$ cat config.mk
export PLATFORM = sky130hd
export DESIGN_NAME = i2c_bus_recovery_unit
export DESIGN_NICKNAME = d
export VERILOG_FILES = /design/src/rtl/i2cbr_pkg.sv /design/src/rtl/i2c_bus_recovery_unit.sv
export SDC_FILE = /design/constraint.sdc
export NUM_CORES = 1
export LEC_CHECK = 0
export BUFFER_PORTS_ARGS = -buffer_cell sky130_fd_sc_hd__buf_2
export CAP_MARGIN = 30
export CORE_MARGIN = 5
export CORE_UTILIZATION = 52
export CTS_CLUSTER_SIZE = 20
export DETAILED_ROUTE_END_ITERATION = 8
export PLACE_DENSITY = 0.77
export SYNTH_ARGS = -nofsm -noshare
export SYNTH_HDL_FRONTEND = slang
export SYNTH_SLANG_ARGS = --single-unit
$ cat constraint.sdc
create_clock -name clk_i -period 4.6 [get_ports clk_i]
set_clock_uncertainty 0.2 [all_clocks]
set_input_delay 0.23 -clock clk_i [delete_from_list [all_inputs] [get_ports clk_i]]
set_output_delay 0.23 -clock clk_i [all_outputs]
set_load 0.03 [all_outputs]
$ cat src/rtl/i2cbr_pkg.sv
// ----------------------------------------------------------------------------
// I2C bus recovery package
// Shared types and constants for the I2C bus-clear sequencer.
// ----------------------------------------------------------------------------
`default_nettype none

package i2cbr_pkg;

  localparam int unsigned DelayWidth = 16;
  localparam int unsigned CfgWidth   = 16;
  localparam logic [CfgWidth-1:0] DelayReset = CfgWidth'(10);
  localparam longint unsigned DelayMax = (64'd1 << DelayWidth) - 64'd1;

  typedef struct packed {
    logic start_recovery;
    logic scl_level;
    logic sda_level;
  } i2cbr_in_t;

  typedef struct packed {
    logic scl_drive_low;
    logic sda_drive_low;
    logic busy_res;
    logic done_res;
  } i2cbr_out_t;

  typedef enum logic [7:0] {
    PhIdle     = 8'b0000_0001,
    PhWait     = 8'b0000_0010,
    PhPre      = 8'b0000_0100,
    PhClkLow   = 8'b0000_1000,
    PhClkHigh  = 8'b0001_0000,
    PhStart    = 8'b0010_0000,
    PhStartScl = 8'b0100_0000,
    PhStop     = 8'b1000_0000
  } i2cbr_phase_e;

endpackage

`default_nettype wire

$ cat src/rtl/i2c_bus_recovery_unit.sv
// ----------------------------------------------------------------------------
// I2C bus recovery unit
// Bus-clear sequencer stepped once per tick beat with sampled SCL and SDA.
// ----------------------------------------------------------------------------
// Each input beat is one timer tick and yields exactly one result beat. The
// phase and interval counter are updated in the cycle the beat is accepted
// and the result is captured in an output register backed by a one-entry
// skid register, so a new beat is taken every clock cycle unless the input
// is stalled; a beat's result appears in the next cycle when output is free.
// The timing interval is programmed through the configuration channel and is
// meant to be written only while no recovery sequence is running.
`default_nettype none

module i2c_bus_recovery_unit
  import i2cbr_pkg::*;
(
  input  wire logic                clk_i,
  input  wire logic                rst_ni,
  input  wire logic                cfg_valid_i,
  output logic                     cfg_ready_o,
  input  wire logic [CfgWidth-1:0] cfg_delay_ticks_i,
  input  wire logic                in_valid_i,
  output logic                     in_stall_o,
  input  wire i2cbr_in_t           in_data_i,
  output logic                     out_valid_o,
  input  wire logic                out_stall_i,
  output i2cbr_out_t               out_data_o
);

  logic [CfgWidth-1:0]   delay_q;
  i2cbr_phase_e          phase_q, phase_d;
  logic [DelayWidth-1:0] count_q, count_d;
  logic [DelayWidth-1:0] eff_delay;
  logic [DelayWidth:0]   count_inc;
  logic                  elapsed;
  logic                  done;
  i2cbr_out_t            res;
  i2cbr_out_t            out_q, out_d, skid_q;
  logic                  out_valid_q, out_valid_d;
  logic                  skid_valid_q, skid_valid_d;
  logic                  accept_in, out_free, load_skid;

  assign cfg_ready_o = 1'b1;
  assign in_stall_o  = skid_valid_q;
  assign accept_in   = in_valid_i & ~skid_valid_q;
  assign out_valid_o = out_valid_q;
  assign out_data_o  = out_q;

  assign eff_delay = (delay_q == '0) ? DelayWidth'(1) :
                     (64'(delay_q) > DelayMax) ? DelayWidth'(DelayMax) :
                     DelayWidth'(delay_q);
  assign count_inc = {1'b0, count_q} + (DelayWidth+1)'(1);
  assign elapsed   = count_inc >= {1'b0, eff_delay};

  always_comb begin
    phase_d = phase_q;
    count_d = count_q;
    done    = 1'b0;
    if (phase_q == PhPre || phase_q == PhClkLow || phase_q == PhClkHigh ||
        phase_q == PhStart || phase_q == PhStartScl || phase_q == PhStop) begin
      count_d = elapsed ? '0 : count_inc[DelayWidth-1:0];
    end
    case (phase_q)
      PhIdle: begin
        if (in_data_i.start_recovery) begin
          phase_d = PhWait;
          count_d = '0;
        end
      end
      PhWait: begin
        if (in_data_i.sda_level) begin
          phase_d = PhStart;
          count_d = '0;
        end else if (in_data_i.scl_level) begin
          phase_d = PhPre;
          count_d = '0;
        end
      end
      PhPre: begin
        if (elapsed) phase_d = PhClkLow;
      end
      PhClkLow: begin
        if (elapsed) phase_d = PhClkHigh;
      end
      PhClkHigh: begin
        if (elapsed) phase_d = PhWait;
      end
      PhStart: begin
        if (elapsed) phase_d = PhStartScl;
      end
      PhStartScl: begin
        if (elapsed) phase_d = PhStop;
      end
      PhStop: begin
        if (elapsed) begin
          phase_d = PhIdle;
          done    = 1'b1;
        end
      end
      default: begin
        phase_d = PhIdle;
        count_d = '0;
      end
    endcase
  end

  always_comb begin
    res = '{scl_drive_low: 1'b0, sda_drive_low: 1'b0, busy_res: 1'b1, done_res: done};
    case (phase_d)
      PhClkLow: res.scl_drive_low = 1'b1;
      PhStart, PhStop: res.sda_drive_low = 1'b1;
      PhStartScl: begin
        res.scl_drive_low = 1'b1;
        res.sda_drive_low = 1'b1;
      end
      PhIdle: res.busy_res = 1'b0;
      default: res.busy_res = 1'b1;
    endcase
  end

  assign out_free = ~out_valid_q | ~out_stall_i;

  always_comb begin
    out_d        = out_q;
    out_valid_d  = out_valid_q;
    skid_valid_d = skid_valid_q;
    load_skid    = 1'b0;
    if (out_free) begin
      if (skid_valid_q) begin
        out_d        = skid_q;
        out_valid_d  = 1'b1;
        skid_valid_d = 1'b0;
      end else if (accept_in) begin
        out_d       = res;
        out_valid_d = 1'b1;
      end else begin
        out_valid_d = 1'b0;
      end
    end else if (accept_in) begin
      load_skid    = 1'b1;
      skid_valid_d = 1'b1;
    end
  end

  always_ff @(posedge clk_i or negedge rst_ni) begin
    if (!rst_ni) begin
      delay_q      <= DelayReset;
      phase_q      <= PhIdle;
      count_q      <= '0;
      out_valid_q  <= 1'b0;
      skid_valid_q <= 1'b0;
    end else begin
      if (cfg_valid_i) delay_q <= cfg_delay_ticks_i;
      if (accept_in) begin
        phase_q <= phase_d;
        count_q <= count_d;
      end
      out_valid_q  <= out_valid_d;
      skid_valid_q <= skid_valid_d;
    end
  end

  always_ff @(posedge clk_i) begin
    out_q <= out_d;
    if (load_skid) skid_q <= res;
  end

endmodule

`default_nettype wire

==> results.cfg <==
[placement]
place_congestion = 0.814
dp_hpwl_um = 4510
io_buffer_count = 29
placed_area_um2 = 3100

[setup_path]
max_stage_delay_ns = 0.47
cpMaxStageDelayCell = dfrtp_1
worst_ep_arrival_time_ns = 3.82
crit_buf_inv = 1
path_max_fanout = 7
critical_path_class = reg -> reg
crit_path_end_kind = register
startpoint_type = register
crit_path_start = count_q[2]$_DFFE_PN0P_
crit_family = simple AND/OR/NAND/NOR gates
critical_path_required_ns = 4.43
cp_cell_sequence = and4_1 > nand4_1 > or2_2 > nor2_1 > xor2_1 > ha_1 > nand3_1 > nor3_1 > inv_1 > o21ai_0 > mux2i_1 > a41oi_1
reg2reg_from = count_q[2]$_DFFE_PN0P_

[layout]
mostFrequentLayoutCell = nand2_1
area_growth_pct = 17.4
diodes = 0
fillCellCount = 443
final_area_um2 = 3440
layout_common_cells = nand2_1, dfrtp_1, buf_2
nNetsFinal = 391
drive_gt1_frac = 0.142

[clock_tree]
cts_tree = built
cts.sinks = 50
clockBufferDepth = 2
cts_buffers = 5
clk_pin_slew_ns = 0.09
clk_latency_ns = 0.30
postCtsResizedCells = 0
htree_levels = 2
clock-root-buffer = clkbuf_8

[grt]
grt_pass1_vias = 2394
track_usage = 0.194
grt_overflow = 0
grt_use_met2 = 0.306
grt_util_met3 = 0.0340
busiest_layer = met2
grt_antenna_before_repair = 0
grt_pass1_wl_um = 11400
grt_max_degree = 43
globalRouteMet1Util = 0.273

[drt]
drt_first_iter_violations = 191
first_pass_iters = 4
postRouteAntennaNets = 0
wl_per_cell_um = 15.1
drt-total-wl_um = 6400
routed_via_density = 5.63
vias = 2383
drc = 0

[timing]
worst_hold_slack_ns = 0.0286
hold_violations = 0
setup_viol = 0
fmax_mhz = 250
min_period_over_period = 0.868
fin_crit_ns = 3.99
slew_headroom = 0.584
worst_pin_slew_ns = 0.624
slew_viol_final = 0
rsz0062_at_grt = no
setup_tns_ns = 0

[synthesis]
ys_async_sr_fraction = 0.840
synthFlopType = dfrtp_1
syn_avg_cell_area_um2 = 9.56
yosysWarnings = 0
synth_edf_count = 8
yosysSeqAreaShare = 0.441
synth_seq_cells = 50
synthCells = 307
synth_nets = 348
synthDistinctLibCells = 55
syn_area_um2 = 2930

[power_and_ir_drop]
p_clk_frac = 0.313
p_switching_w = 0.000340
combPwrFrac = 0.227
intPower_w = 0.000812
ir_worst_vdd_uv = 211
swShare = 0.295
cellLeakagePower_nw = 1.60
power.density_nw_per_um2 = 335
seq_power_share = 0.460

[min_path]
hp-start = out_stall_i
hold_class = in -> reg

[run_status]
status = complete, no violations

[die]
boundaryPins = 31
core_area_um2 = 5510
die_w_um = 85.1
fp-row-count = 27
start_util = 0.533
die_area_um2 = 7240
die_y_um = 85.1

[job]
drv_cap = 0
==> power groups by stage <==
stage,clock network (W),logic (W),registers [W]
final,0.000360,0.000262,0.000531
after global routing,0.000383,0.000292,0.000537
after CTS,0.000365,0.000257,0.000530
after detailed placement,0,0.000243,0.000539
after global placement,0,0.000240,0.000538
after floorplan,0,0.000177,0.000534
==> cells in the mapped netlist, types with 3 or more instances <==
| cell | count | area, um^2 |
|---|---|---|
| nor3b_1 | 3 | 22.5 |
| clkbuf_1 | 8 | 30.0 |
| nand3_1 | 10 | 50.1 |
| nand2b_1 | 3 | 18.8 |
| dfrtp_1 | 39 | 976 |
| and4_1 | 4 | 35.0 |
| nor3_1 | 4 | 20.0 |
| a21oi_1 | 12 | 60.1 |
| nor4_1 | 5 | 31.3 |
| nand4_1 | 4 | 25.0 |
| o21ai_0 | 25 | 125 |
| mux2_2 | 4 | 45.0 |
| xor2_1 | 9 | 78.8 |
| edfxtp_1 | 8 | 240 |
| ha_1 | 17 | 213 |
| buf_4 | 3 | 22.5 |
| nor4b_1 | 3 | 26.3 |
| a31oi_1 | 3 | 18.8 |
| inv_1 | 23 | 86.3 |
| dfstp_2 | 3 | 78.8 |
| a22o_1 | 13 | 114 |
| nor2_1 | 14 | 52.6 |
| xnor2_1 | 8 | 70.1 |
| nand2_1 | 40 | 150 |
| a211oi_1 | 3 | 22.5 |
==> worst reg2reg max path: cells and delay by family, from the launching register on <==
family	cells	cell delay, ns
XOR/XNOR	1	0.24
adder cells (fa/ha/maj)	1	0.19
AO/OA/AOI/OAI	2	0.59
multiplexers	1	0.43
buffers and inverters	1	0.11
AND/OR/NAND/NOR	6	1.48
flip-flops	1	0.47
==> cell families after synthesis <==
logic type / Yosys count / synth area share
DFF: 50 / 0.441
AOI/OAI and AO/OA: 76 / 0.173
and+or+nand+nor: 104 / 0.186
xor gates and xnor gates: 17 / 0.0507
buffers and inverters: 36 / 0.0529
other: 1 / 0.00128
muxes: 6 / 0.0222
adders and majority gates: 17 / 0.0725
==> layer usage <==
metal / vias up / share of wire
li1: 1195 / -
met1: 1115 / 0.47
met2: 61 / 0.46
met3: 12 / 0.048
met4: 0 / 0.017
met5: - / 0
==> repair_timing <==
| action | 4_1_cts | 5_1_grt |
|---|---|---|
| hold endpoints to repair | 56 | 0 |
| buffers inserted | 0 | 0 |
| setup endpoints to repair | 0 | 0 |
| hold buffers | 19 | 0 |
==> area by class of cell <==
cell class / count / area, um^2 / share of cell area
Tap cell: 72 / 90.1 / 0.0262
Inverter: 23 / 86.3 / 0.0251
Timing Repair Buffer: 49 / 355 / 0.103
Sequential cell: 50 / 1290 / 0.376
Multi-Input combinational cell: 221 / 1480 / 0.431
Clock buffer: 5 / 68.8 / 0.0200
Clock inverter: 3 / 63.8 / 0.0185
==> flip-flops by register name, summed over array words and instances, names as in the netlist <==
name / flops
out_valid_o: 1
in_stall_o: 1
skid_q: 4
out_data_o: 4
count_q: 16
delay_q: 16
phase_q: 8
==> per-stage QoR <==
step	setup slack (ns)	instances	power, W	util
after floorplan	1.04	307	0.000711	-
after global placement	0.720	395	0.000778	0.563
after detailed placement	0.672	395	0.000782	0.563
after CTS	0.617	422	0.00115	0.622
after global routing	0.259	423	0.00121	0.625
final	0.605	423	0.00115	0.625
==> path summary, 6_finish.rpt <==
path / endpoint / slack [ns] / cells after the start
max in group asynchronous: delay_q[1]$_DFFE_PN1P_ / 3.65 / 3
min in group asynchronous: count_q[1]$_DFFE_PN0P_ / 0.07 / 2
setup / recovery: out_data_o[2]$_DFFE_PP_ / 0.61 / 12
hold / removal: in_stall_o$_DFFE_PN0P_ / 0.03 / 3
setup reg to reg: out_data_o[2]$_DFFE_PP_ / 0.61 / 12
hold reg to reg: delay_q[1]$_DFFE_PN1P_ / 0.33 / 2
Power figures use the tool's default switching activity.
